<file path="src/rtl/core/bole_pkg.sv">
package bole_pkg;

  localparam int CAPACITY_MAX_DEF = 64;
  localparam int WORD_BITS_DEF = 32;

  localparam int CMD_BITS = 3;
  localparam int IDX_BITS = 7;
  localparam int VAL_BITS = 32;

  typedef enum logic [CMD_BITS-1:0] {
    CMD_INSERT  = 3'd0,
    CMD_REMOVE  = 3'd1,
    CMD_SELECT  = 3'd2,
    CMD_SEARCH  = 3'd3,
    CMD_REPLACE = 3'd4,
    CMD_RSVD5   = 3'd5,
    CMD_RSVD6   = 3'd6,
    CMD_RSVD7   = 3'd7
  } cmd_t;

  typedef enum logic [1:0] {
    ST_IDLE,
    ST_EXEC,
    ST_HOLD
  } state_t;

  // controller -> datapath
  typedef struct packed {
    logic load;
    logic exec;
  } ctl_t;

  // datapath -> controller
  typedef struct packed {
    logic done;
  } sts_t;

endpackage

</file>
<file path="src/rtl/core/bole_ctrl.sv">
module bole_ctrl (
  input  logic          clk,
  input  logic          rst,
  input  logic          in_valid,
  output logic          in_ready,
  output logic          out_valid,
  input  logic          out_ready,
  output bole_pkg::ctl_t ctl,
  input  bole_pkg::sts_t sts
);
  import bole_pkg::*;

  state_t state, state_next;

  always_ff @(posedge clk) begin
    if (rst) state <= ST_IDLE;
    else state <= state_next;
  end

  always_comb begin
    state_next = state;
    unique case (state)
      ST_IDLE: if (in_valid) state_next = ST_EXEC;
      ST_EXEC: if (sts.done) state_next = ST_HOLD;
      ST_HOLD: begin
        if (out_ready) state_next = in_valid ? ST_EXEC : ST_IDLE;
      end
      default: state_next = ST_IDLE;
    endcase
  end

  always_comb begin
    in_ready = 1'b0;
    out_valid = 1'b0;
    ctl = '0;
    unique case (state)
      ST_IDLE: begin
        in_ready = 1'b1;
        ctl.load = in_valid;
      end
      ST_EXEC: ctl.exec = 1'b1;
      ST_HOLD: begin
        out_valid = 1'b1;
        in_ready = out_ready;
        ctl.load = out_ready && in_valid;
      end
      default: ;
    endcase
  end

endmodule

</file>
<file path="config.mk">
export PLATFORM = sky130hd
export DESIGN_NAME = bole_ctrl
export DESIGN_NICKNAME = d
export VERILOG_FILES = /design/src/rtl/core/bole_pkg.sv /design/src/rtl/core/bole_ctrl.sv
export SDC_FILE = /design/constraint.sdc
export NUM_CORES = 1
export LEC_CHECK = 0
export ABC_AREA = 1
export BUFFER_PORTS_ARGS = -buffer_cell sky130_fd_sc_hd__buf_4
export CAP_MARGIN = 20
export CORE_AREA = 2 2 39 41
export CTS_CLUSTER_SIZE = 14
export DETAILED_ROUTE_END_ITERATION = 6
export DIE_AREA = 0 0 41 43
export HOLD_SLACK_MARGIN = 0.06
export PLACE_DENSITY_LB_ADDON = 0.25
export SLEW_MARGIN = 20
export SYNTH_ARGS = -nofsm -noshare
export SYNTH_HDL_FRONTEND = slang
export SYNTH_SLANG_ARGS = --single-unit
export TNS_END_PERCENT = 1
</file>
<file path="constraint.sdc">
create_clock -name clk -period 0.9 [get_ports clk]
set_input_delay 0 -clock clk [delete_from_list [all_inputs] [get_ports clk]]
set_output_delay 0 -clock clk [all_outputs]
set_load 0.01 [all_outputs]
</file>
Yosys cells after proc, flatten, opt, wreduce, memory -nomap -nowiden
Cells that the tools add are included.
{"block": "totals", "input_bits": 5, "word_cells": 18, "ff_bits": 2, "output_inout_bits": 4}
{"block": "op_classes", "reduce_logical": 3, "n_eq_ne": 5, "n_mux": 9}
{"cell": "$mux 2", "n": 3}
{"cell": "$ne 2x2->1 const B", "n": 3}
{"cell": "$pmux 2 s3", "n": 1}
{"cell": "$pmux 1 s2", "n": 2}
{"cell": "$mux 1", "n": 3}
{"cell": "$reduce_and 3->1", "n": 1}
{"cell": "$eq 2x1->1 const B", "n": 1}
{"cell": "$eq 2x2->1 const B", "n": 1}
{"cell": "$logic_not 2->1", "n": 1}
{"cell": "$logic_and 1x1->1", "n": 1}

Depth between registers and ports, before layout
Gate-level depths: netlist of run 1.
{"block": "logic_depth", "depth_word": 3, "depth_mapped": 5, "depth_no_buf": 5}

Worst setup path before layout of run 1
Ideal clock, no wire load.
{"block": "synth_timing", "path_kind": "register -> output", "from": "register state[0]", "to": "output port ctl[1] (netlist bit)", "slack_ns": 0.120, "arrival_time_ns": 0.780, "path_stages_with_launch": 3, "n_path_buf": 0, "cell_sequence": "dfxtp_1 -> a21oi_1 -> and2_1"}
{"item": "start: declaration", "line": "bole_ctrl.sv:13", "rtl": "state_t state, state_next;"}
{"item": "start signal: assignment", "line": "bole_ctrl.sv:17", "rtl": "else state <= state_next;"}
{"item": "end: declaration", "line": "bole_ctrl.sv:8", "rtl": "output bole_pkg::ctl_t ctl,"}

==> key figures, run 1 <==
Status
  • Outcome: finished, violations left
  • Failing checks: negative setup slack

Setup path
  • Arr. time, crit path: 0.92 ns
  • Startpoint Class: flop
  • CP required: 0.90 ns
  • Crit end category: output port
  • Crit Path Max Fanout: 5
  • WS Path Type: reg2out

Logic synthesis
  • Post-synth top flop: dfxtp_1
  • EDFF count, synth: 0
  • Synthesized Nets: 29
  • Mapped cell area: approximately 140 um^2
  • FFs w/ async S/R, synth: 0%
  • Mean Syn Cell Area: between 5 and 6 um^2
  • Synthesized instance count: 24
  • Post-synth top cells: inv_1 (7), nand2_1 (6), dfxtp_1 (2), nand3_1 (2), nor2_2 (2)
  • Top cell type's share of synthesized area: between 20% and 30%
  • Most frequent cell after synthesis: inv_1
  • Area contributors post-synth: dfxtp_1 (29%), inv_1 (19%), nand2_1 (16%)
  • Distinct cells, synth: 10
  • #FFs+latches synth: 2
  • Sequential area share after synthesis: 29.1%
  • Most area-hungry cell type in the Yosys netlist: dfxtp_1
  • Yosys warns: 0

Cells and area
  • Share of cells above drive strength 1: approximately half
  • Max FFs per register: 2
  • Final non-filler cell total: around 50
  • Antenna cells: 0
  • Post-layout util: approximately 18%
  • Reg with most FFs: state
  • P&R area growth vs syn: 80.9%
  • Top Registers: state (2)
  • Layout net count: 42

Timing
  • Max Fclk: 1.09 GHz
  • Final Cycle Share: 102%
  • Final worst clock skew: between 0.004 and 0.005 ns
  • Final hold violation count: 0
  • Slew Limit Fails: 0
  • RSZ-0062 raised after global routing: yes
  • Worst slew pin tran: 0.107 ns
  • Fin worst setup slack: -0.0177 ns
  • # setup viols final: 1
  • Slew Limit Headroom: 92.9%
  • Post-layout min period: 0.918 ns

Detailed routing
  • DRT iter0 DRCs: 3
  • 1st-pass router iterations: 4
  • Routed WL: 327 um
  • Drc violations: 0
  • Post-route ant nets: 0
  • Vias: 170
  • WL/cell: 6.41 um
  • Vias per cell: 3.33

CTS
  • H-tree levels: 1
  • Clk pin slew, worst setup/hold paths: 0.03 ns
  • CTS sink cnt: 2
  • CTS Buf Count: 3
  • Clk Latency, worst-skew pair: 0.23 ns
  • Setup Fix Bufs, Post-CTS: 0
  • TritonCTS clock tree: built
  • Clock buffer depth: 2
  • Clock root buffer: clkbuf_4

Min path
  • Tightest Hold Check Type: in2reg

Job
  • Max Cap Viol: 0

Power
  • Leak: 0.145 nW
  • IR drop worst, VDD: 463 uV
  • PD cells: between 1500 and 2000 mW/mm^2
  • Total power: 0.000402 W

Floorplanning
  • Initial Util: 9.95%
  • DIE HEIGHT: between 40 and 50 um
  • # IOs: 9
  • Core Region: approximately 0.0014 mm^2
  • Die area: 0.00176 mm^2
  • Die extent in x: 41 um
  • Row Count: 14

Global routing
  • Vias in the first global route: 143
  • Total gr overflow: 0
  • Global Route Usage Sum: 5.21%
  • First-pass GRT wire length: 489 um
  • Pin count of the biggest net entering global routing: 6
  • Initial antenna violation count: 0

Place
  • Dpl cells: 47
  • Buffers on Ports: 8
  • DP HPWL: 254 um
  • GP Congestion: 0.650
-- critical path, stage by stage, from the launching register on --
cell     delay (ns)
dfxtp_2        0.33
a21oi_2        0.11
and2_1         0.13
buf_4          0.11
-- kinds of logic after synthesis --
family	count (synthesis)	synth area share, %
compound gates	1	3.63
simple gates	12	40.0
flops	2	29.1
buf+inv	9	27.3
-- metal layers --
| layer | global-route usage (%) | vias up | routed length [um] |
|---|---|---|---|
| met4 | 4.00 | 0 | 13 |
| met1 | 4.47 | 68 | 116 |
| met2 | 5.31 | 11 | 123 |
| met3 | 7.85 | 3 | 73 |
| li1 | - | 88 | - |
| met5 | 0 | - | 0 |
-- through the flow --
step / hold slack [ns] / setup WS, ns / setup TNS, ns / instance area [um^2]
final: 0.0929 / -0.0177 / -0.0177 / 249
after global routing: 0.119 / -0.0721 / -0.0988 / 249
after CTS: 0.0885 / -0.0373 / -0.0373 / 249
after detailed placement: 0.270 / 0.122 / 0 / 210
after global placement: 0.271 / 0.127 / 0 / 210
after floorplan: 0.144 / 0.120 / 0 / 138
-- layout make-up --
class / instances / area, um^2
Timing Repair Buffer: 9 / 70.1
Clock buffer: 3 / 22.5
Inverter: 8 / 30.0
Fill cell: 160 / 1130
Multi-Input combinational cell: 13 / 63.8
Tap cell: 16 / 20.0
Sequential cell: 2 / 42.5
-- timing repair --
| item | in CTS | in global routing |
|---|---|---|
| gates resized for setup | 3 | 0 |
| hold buffers | 1 | 0 |
| endpoints found under the hold margin | 2 | 0 |
| pin swaps | 1 | 0 |
| gates cloned | 0 | 0 |
| endpoints found under the setup margin | 1 | 2 |
-- path summary, 6_finish.rpt --
check	slack [ns]	cells after the start	start	end
worst max-delay path	-0.02	3	state[0]	ctl[1]
worst min-delay path	0.09	5	in_valid	state[0]
worst max register to register	0.15	5	state[0]	state[1]
worst min register to register	0.58	3	state[1]	state[0]
-- layout by cell type (no fill, tap or decap) --
| cell | instances |
|---|---|
| buf_4 | 8 |
| inv_1 | 7 |
| nand2_1 | 6 |
| clkbuf_4 | 3 |
| nand3_1 | 2 |
| nor2_2 | 2 |
| dfxtp_2 | 2 |
| nor2_1 | 1 |
| a21oi_2 | 1 |
| and2_1 | 1 |
| inv_2 | 1 |
| dlygate4sd3_1 | 1 |
-- power breakdown --
part	internal, W	switching [W]	total (W)
clock	0.000148	0.0000585	0.000206
combinational	0.0000484	0.0000416	0.0000900
sequential	0.0000977	0.00000792	0.000106
total	0.000294	0.000108	0.000402
(Power assumes the default switching activity.)
==> inputs of run 2 (changes only) <==
Settings changed: SETUP_SLACK_MARGIN set to 0.15.
==> run 2 against run 1 <==
Compared with the run above: the flow still finishes with violations (negative setup slack); non-clock buffer count is the same; sequential cell count is the same; setup slack lost 0.0015 ns; first-iteration DRC count increased by 33%; critical endpoint unchanged.
==> key figures, run 2 (same netlist as run 1, synthesis figures left out) <==
Cells and area
  • Reg with most FFs: state
  • Max FFs per register: 2 (unchanged)
  • P&R area growth vs syn: 82.7%
  • Most frequent cells in the layout: buf_4 (8), inv_1 (7), nand2_1 (5)
  • Antenna cells: 0 (unchanged)
  • Commonest non-fill, non-tap cell in the layout: buf_4
  • Final instance area: 251 um^2 (+1.0%)
  • Fillers: 167 (+4.4%)
  • Top Registers: state (2)
  • Layout net count: 42 (unchanged)
  • Share of cells above drive strength 1: 51.4% (+2.9 points)
  • Post-layout util: 18.2% (+0.18 points)

CTS
  • H-tree levels: 1 (unchanged)
  • Clk Latency, worst-skew pair: 0.23 ns (about the same)
  • CTS Buf Count: 3 (unchanged)
  • TritonCTS clock tree: built
  • Clock root buffer: clkbuf_4
  • Clk pin slew, worst setup/hold paths: 0.03 ns (about the same)
  • CTS sink cnt: 2 (unchanged)
  • Clock buffer depth: 2 (unchanged)

Floorplanning
  • # IOs: 9 (unchanged)
  • Core Region: 0.00138 mm^2 (unchanged)
  • Die extent in x: 41 um (unchanged)
  • Row Count: 14 (unchanged)
  • Die area: 0.00176 mm^2 (unchanged)
  • DIE HEIGHT: 43 um (unchanged)
  • Initial Util: 9.95% (unchanged)

Timing
  • Final hold violation count: 0 (unchanged)
  • Post-layout min period: 0.919 ns (+0.00147 ns)
  • Max Fclk: 1.09 GHz (-0.16%)
  • Worst slew pin tran: 0.121 ns (+0.0140 ns)
  • Final worst clock skew: 0.000752 ns (-0.00396 ns)
  • Slew Limit Fails: 0 (unchanged)
  • # setup viols final: 1 (unchanged)
  • Slew Limit Headroom: 91.9% (-0.93 points)
  • Fin worst setup slack: -0.0191 ns (-0.00147 ns)
  • Setup TNS: -0.0191 ns (-0.00147 ns)
  • Final Cycle Share: 102% (+0.16 points)
  • RSZ-0062 raised after global routing: yes

Job
  • Max Cap Viol: 0 (unchanged)

Power
  • Total power: 0.000402 W (+0.12%)
  • PD cells: 1600 mW/mm^2 (-0.87%)
  • Leak: 0.144 nW (-0.52%)
  • IR drop worst, VDD: 388 uV (-16%)

Global routing
  • Pin count of the biggest net entering global routing: 6 (unchanged)
  • Global Route Usage Sum: 5.72% (+0.51 points)
  • Total gr overflow: 0 (unchanged)
  • Vias in the first global route: 171 (+20%)
  • Initial antenna violation count: 0 (unchanged)
  • First-pass GRT wire length: 572 um (+17%)

Setup path
  • CP required: 0.90 ns (about the same)
  • Startpoint Class: flop
  • Crit path from: state[0]
  • Slowest stage cell, crit path: dfxtp_2
  • Critical Path Max Stage Delay: 0.34 ns (about the same)
  • Crit Path Max Fanout: 5 (unchanged)
  • WP buf/inv: 1 (unchanged)
  • R2R Path Start: state[0]
  • WS Path Type: reg2out
  • Delay-heaviest family, CP: flip-flops
  • Crit end category: output port
  • Arr. time, crit path: 0.92 ns (about the same)
  • Crit path cell chain: a21oi_2 > and2_1 > buf_4

Detailed routing
  • DRT iter0 DRCs: 4 (+1)
  • Routed WL: 324 um (-0.92%)
  • WL/cell: 6.35 um (-0.92%)
  • Vias: 165 (-2.9%)
  • Vias per cell: 3.24 (-2.9%)
  • 1st-pass router iterations: 2 (-2)
  • Post-route ant nets: 0 (unchanged)
  • Drc violations: 0 (unchanged)

Min path
  • Tightest Hold Check Type: in2reg
  • HP Start: in_valid

Status
  • Failing checks: negative setup slack
  • Outcome: finished, violations left

Place
  • DP HPWL: 257 um (+1.2%)
  • GP Congestion: 0.571 (-12%)
  • Buffers on Ports: 8 (unchanged)
  • Placed cell area: 214 um^2 (+1.8%)
run 2: what timing repair did:
action	CTS	global route
hold buffers	1	0
endpoints found under the setup margin	6	6
hold endpoints to repair	2	0
resized for setup	2	1
setup buffers	0	0
pin swaps	2	0
run 2: metal layers:
metal	share of wire [%]	GRT usage (%)	vias to the layer above
met2	37	6.25	10
met1	38	5.13	61
met5	0	0	-
met4	8.3	10.0	0
met3	17	3.14	5
li1	-	-	89
run 2: power breakdown:
part	internal, W	switching (W)
Sequential	0.0000977	0.00000902
Combinational	0.0000494	0.0000416
Clock	0.000148	0.0000569
Total	0.000295	0.000108
run 2: final timing paths:
check,slack [ns],to,cells after the start
worst max-delay path,-0.02,ctl[1],3
worst max register to register,0.14,state[1],5
worst min register to register,0.59,state[1],4
worst min-delay path,0.09,state[0],5
run 2: layout make-up:
cell class              count  area (um^2)  area share [%]
clock buffers               3         22.5            8.96
repair buffers              9         70.1            27.9
well taps                  16         20.0            7.96
multi-input cells          13         66.3            26.4
inverters                   8         30.0            11.9
flip-flops and latches      2         42.5            16.9
run 2: tightest hold or removal path, stage by stage:
cell and delay (ns):
buf_4 0.08, nand2_1 0.04, nand2_1 0.06, inv_1 0.04
nor2_2 0.06
run 2: per-stage QoR:
step           worst slack, ns  hold WS, ns  cells
2_1_floorplan            0.163        0.127     24
6_report               -0.0191       0.0853     51
3_3_place_gp            0.0991        0.273     47
3_5_place_dp            0.0917        0.272     47
5_1_grt                -0.0566        0.114     51
4_1_cts                -0.0260       0.0854     51
==> inputs of run 3 (changes only) <==
Settings changed: SETUP_SLACK_MARGIN 0.15 to 0.5, TNS_END_PERCENT 1 to unset.
==> run 3 against run 2 <==
Compared with the run above: the run still ends with negative setup slack left; via count fell by 4.2%; utilization rose by 0.54 points; register-to-register slack got worse by 0.02 ns; final area rose by 3.0%; power rose by 1.6%; clock skew rose by 0.0023 ns; die area did not move; setup slack improved by 0.0048 ns; critical path depth did not move.
==> key figures, run 3 (same netlist as run 1, synthesis figures left out) <==
Status
  • Outcome: finished, violations left
  • Failing checks: negative setup slack

Cells and area
  • Final instance area: 259 um^2 (+3.0%)
  • Commonest non-fill, non-tap cell in the layout: buf_4
  • Final non-filler cell total: 51 (unchanged)
  • P&R area growth vs syn: 88.2%
  • Antenna cells: 0 (unchanged)
  • Layout net count: 42 (unchanged)
  • Sequential cell area: 42.5 um^2 (unchanged)
  • Most frequent cells in the layout: buf_4 (7), inv_2 (4), inv_1 (4), nand2_1 (4), clkbuf_4 (3)
  • Max FFs per register: 2 (unchanged)
  • Fillers: 158 (-5.4%)
  • Multi-input logic area: 68.8 um^2 (+3.8%)
  • Share of cells above drive strength 1: 65.7% (+14 points)
  • Top Registers: state (2)
  • Reg with most FFs: state
  • Post-layout util: 18.7% (+0.54 points)

Setup path
  • CP required: 0.90 ns (about the same)
  • Critical path depth: 3 (unchanged)
  • Crit path from: state[0]
  • Critical Path Max Stage Delay: 0.34 ns (about the same)
  • Startpoint Class: flop
  • Reg2reg path depth: 5 (unchanged)
  • Delay-heaviest family, CP: flip-flops
  • WS Path Type: reg2out
  • Crit path cell chain: a21oi_2 > and2_1 > buf_4
  • Crit Path Max Fanout: 5 (unchanged)
  • R2R Path Start: state[0]
  • WP buf/inv: 1 (unchanged)
  • Arr. time, crit path: 0.91 ns (about the same)
  • Slowest stage cell, crit path: dfxtp_2
  • Crit end category: output port

Timing
  • Final hold violation count: 0 (unchanged)
  • Slew Limit Headroom: 92.1% (+0.13 points)
  • Post-layout min period: 0.914 ns (-0.00476 ns)
  • # setup viols final: 1 (unchanged)
  • Final Cycle Share: 102% (-0.53 points)
  • Fin worst setup slack: -0.0144 ns (+0.00476 ns)
  • Max Fclk: 1.09 GHz (+0.52%)
  • Hold slack: 0.0257 ns (-0.0595 ns)
  • Final worst clock skew: 0.00306 ns (+0.00230 ns)
  • Worst slew pin tran: 0.119 ns (-0.00225 ns)
  • RSZ-0062 raised after global routing: yes
  • Slew Limit Fails: 0 (unchanged)

CTS
  • CTS Buf Count: 3 (unchanged)
  • TritonCTS clock tree: built
  • H-tree levels: 1 (unchanged)
  • Clock buffer depth: 2 (unchanged)
  • Clock root buffer: clkbuf_4
  • Clk pin slew, worst setup/hold paths: 0.03 ns (about the same)
  • Clk Latency, worst-skew pair: 0.22 ns (about the same)
  • CTS sink cnt: 2 (unchanged)

Global routing
  • Total gr overflow: 0 (unchanged)
  • Vias in the first global route: 153 (-11%)
  • Initial antenna violation count: 0 (unchanged)
  • Pin count of the biggest net entering global routing: 6 (unchanged)
  • First-pass GRT wire length: 469 um (-18%)
  • Global Route Usage Sum: 4.52% (-1.2 points)

Min path
  • Tightest Hold Check Type: in2reg
  • HP Start: rst
  • Hold path depth: 4 (-1)

Floorplanning
  • Core Region: 0.00138 mm^2 (unchanged)
  • # IOs: 9 (unchanged)
  • Initial Util: 9.95% (unchanged)
  • Die area: 0.00176 mm^2 (unchanged)
  • DIE HEIGHT: 43 um (unchanged)
  • Row Count: 14 (unchanged)
  • Die extent in x: 41 um (unchanged)

Place
  • Placed cell area: 216 um^2 (+1.2%)
  • Buffers on Ports: 8 (unchanged)
  • Pre-CTS setup slack: 0.156 ns (+0.0645 ns)
  • DP HPWL: 245 um (-4.4%)
  • GP Congestion: 0.661 (+16%)
  • Dpl cells: 47 (unchanged)

Detailed routing
  • Vias per cell: 3.10 (-4.2%)
  • Vias: 158 (-4.2%)
  • Routed WL: 308 um (-4.9%)
  • Drc violations: 0 (unchanged)
  • WL/cell: 6.04 um (-4.9%)
  • 1st-pass router iterations: 1 (-1)
  • DRT iter0 DRCs: 0 (-4)
  • Post-route ant nets: 0 (unchanged)

Power
  • PD cells: 1580 mW/mm^2 (-1.4%)
  • Leak: 0.145 nW (+0.15%)
  • IR drop worst, VDD: 305 uV (-21%)

Job
  • Max Cap Viol: 0 (unchanged)
run 3: cell count changes in the layout (fill, tap and decap cells not counted):
cell           previous run  this run
nand2_1                   5         4
nand2_2                   1         2
inv_1                     7         4
buf_6                     0         2
dlygate4sd3_1             1         0
buf_4                     8         7
inv_2                     1         4
run 3: power by group:
group          switching [W]  internal [W]
combinational      0.0000455     0.0000573
sequential        0.00000884     0.0000977
clock              0.0000518      0.000147
total               0.000106      0.000302
run 3: final timing paths:
| path | slack, ns | endpoint |
|---|---|---|
| worst max register to register | 0.12 | state[1] |
| worst min register to register | 0.60 | state[1] |
| worst max-delay path | -0.01 | ctl[1] |
| worst min-delay path | 0.03 | state[0] |
run 3: metal layers:
metal | up-vias | share of wire, % | global-route usage, %
met5 | - | 0 | 0
met1 | 64 | 39 | 4.50
met3 | 0 | 14 | 3.14
met2 | 6 | 46 | 5.00
met4 | 0 | 0 | 6.00
li1 | 88 | - | -
run 3: through the flow:
stage	TNS [ns]	total power (W)
final	-0.0144	0.000408
after CTS	-0.0244	0.000411
after global placement	0	0.000195
after floorplan	0	0.000158
after detailed placement	0	0.000194
after global routing	-0.0818	0.000439
run 3: what timing repair did:
action / in CTS / in global routing
endpoints found under the setup margin: 6 / 6
buffers inserted: 1 / 0
gates resized for setup: 1 / 6
cloned: 0 / 0
pin swaps: 2 / 0
hold endpoints to repair: 2 / 2
run 3: worst reg2reg max path: cells and delay by family, from the launching register on:
family	cells	cell delay (ns)
AND/OR/NAND/NOR	3	0.19
buffers and inverters	2	0.14
flip-flops	1	0.37
run 3: final cells by class:
type,count,share of cell area [%]
Tap cell,16,7.73
Multi-Input combinational cell,13,26.6
Clock buffer,3,8.70
Sequential cell,2,16.4
Timing Repair Buffer,9,29.0
Inverter,8,11.6
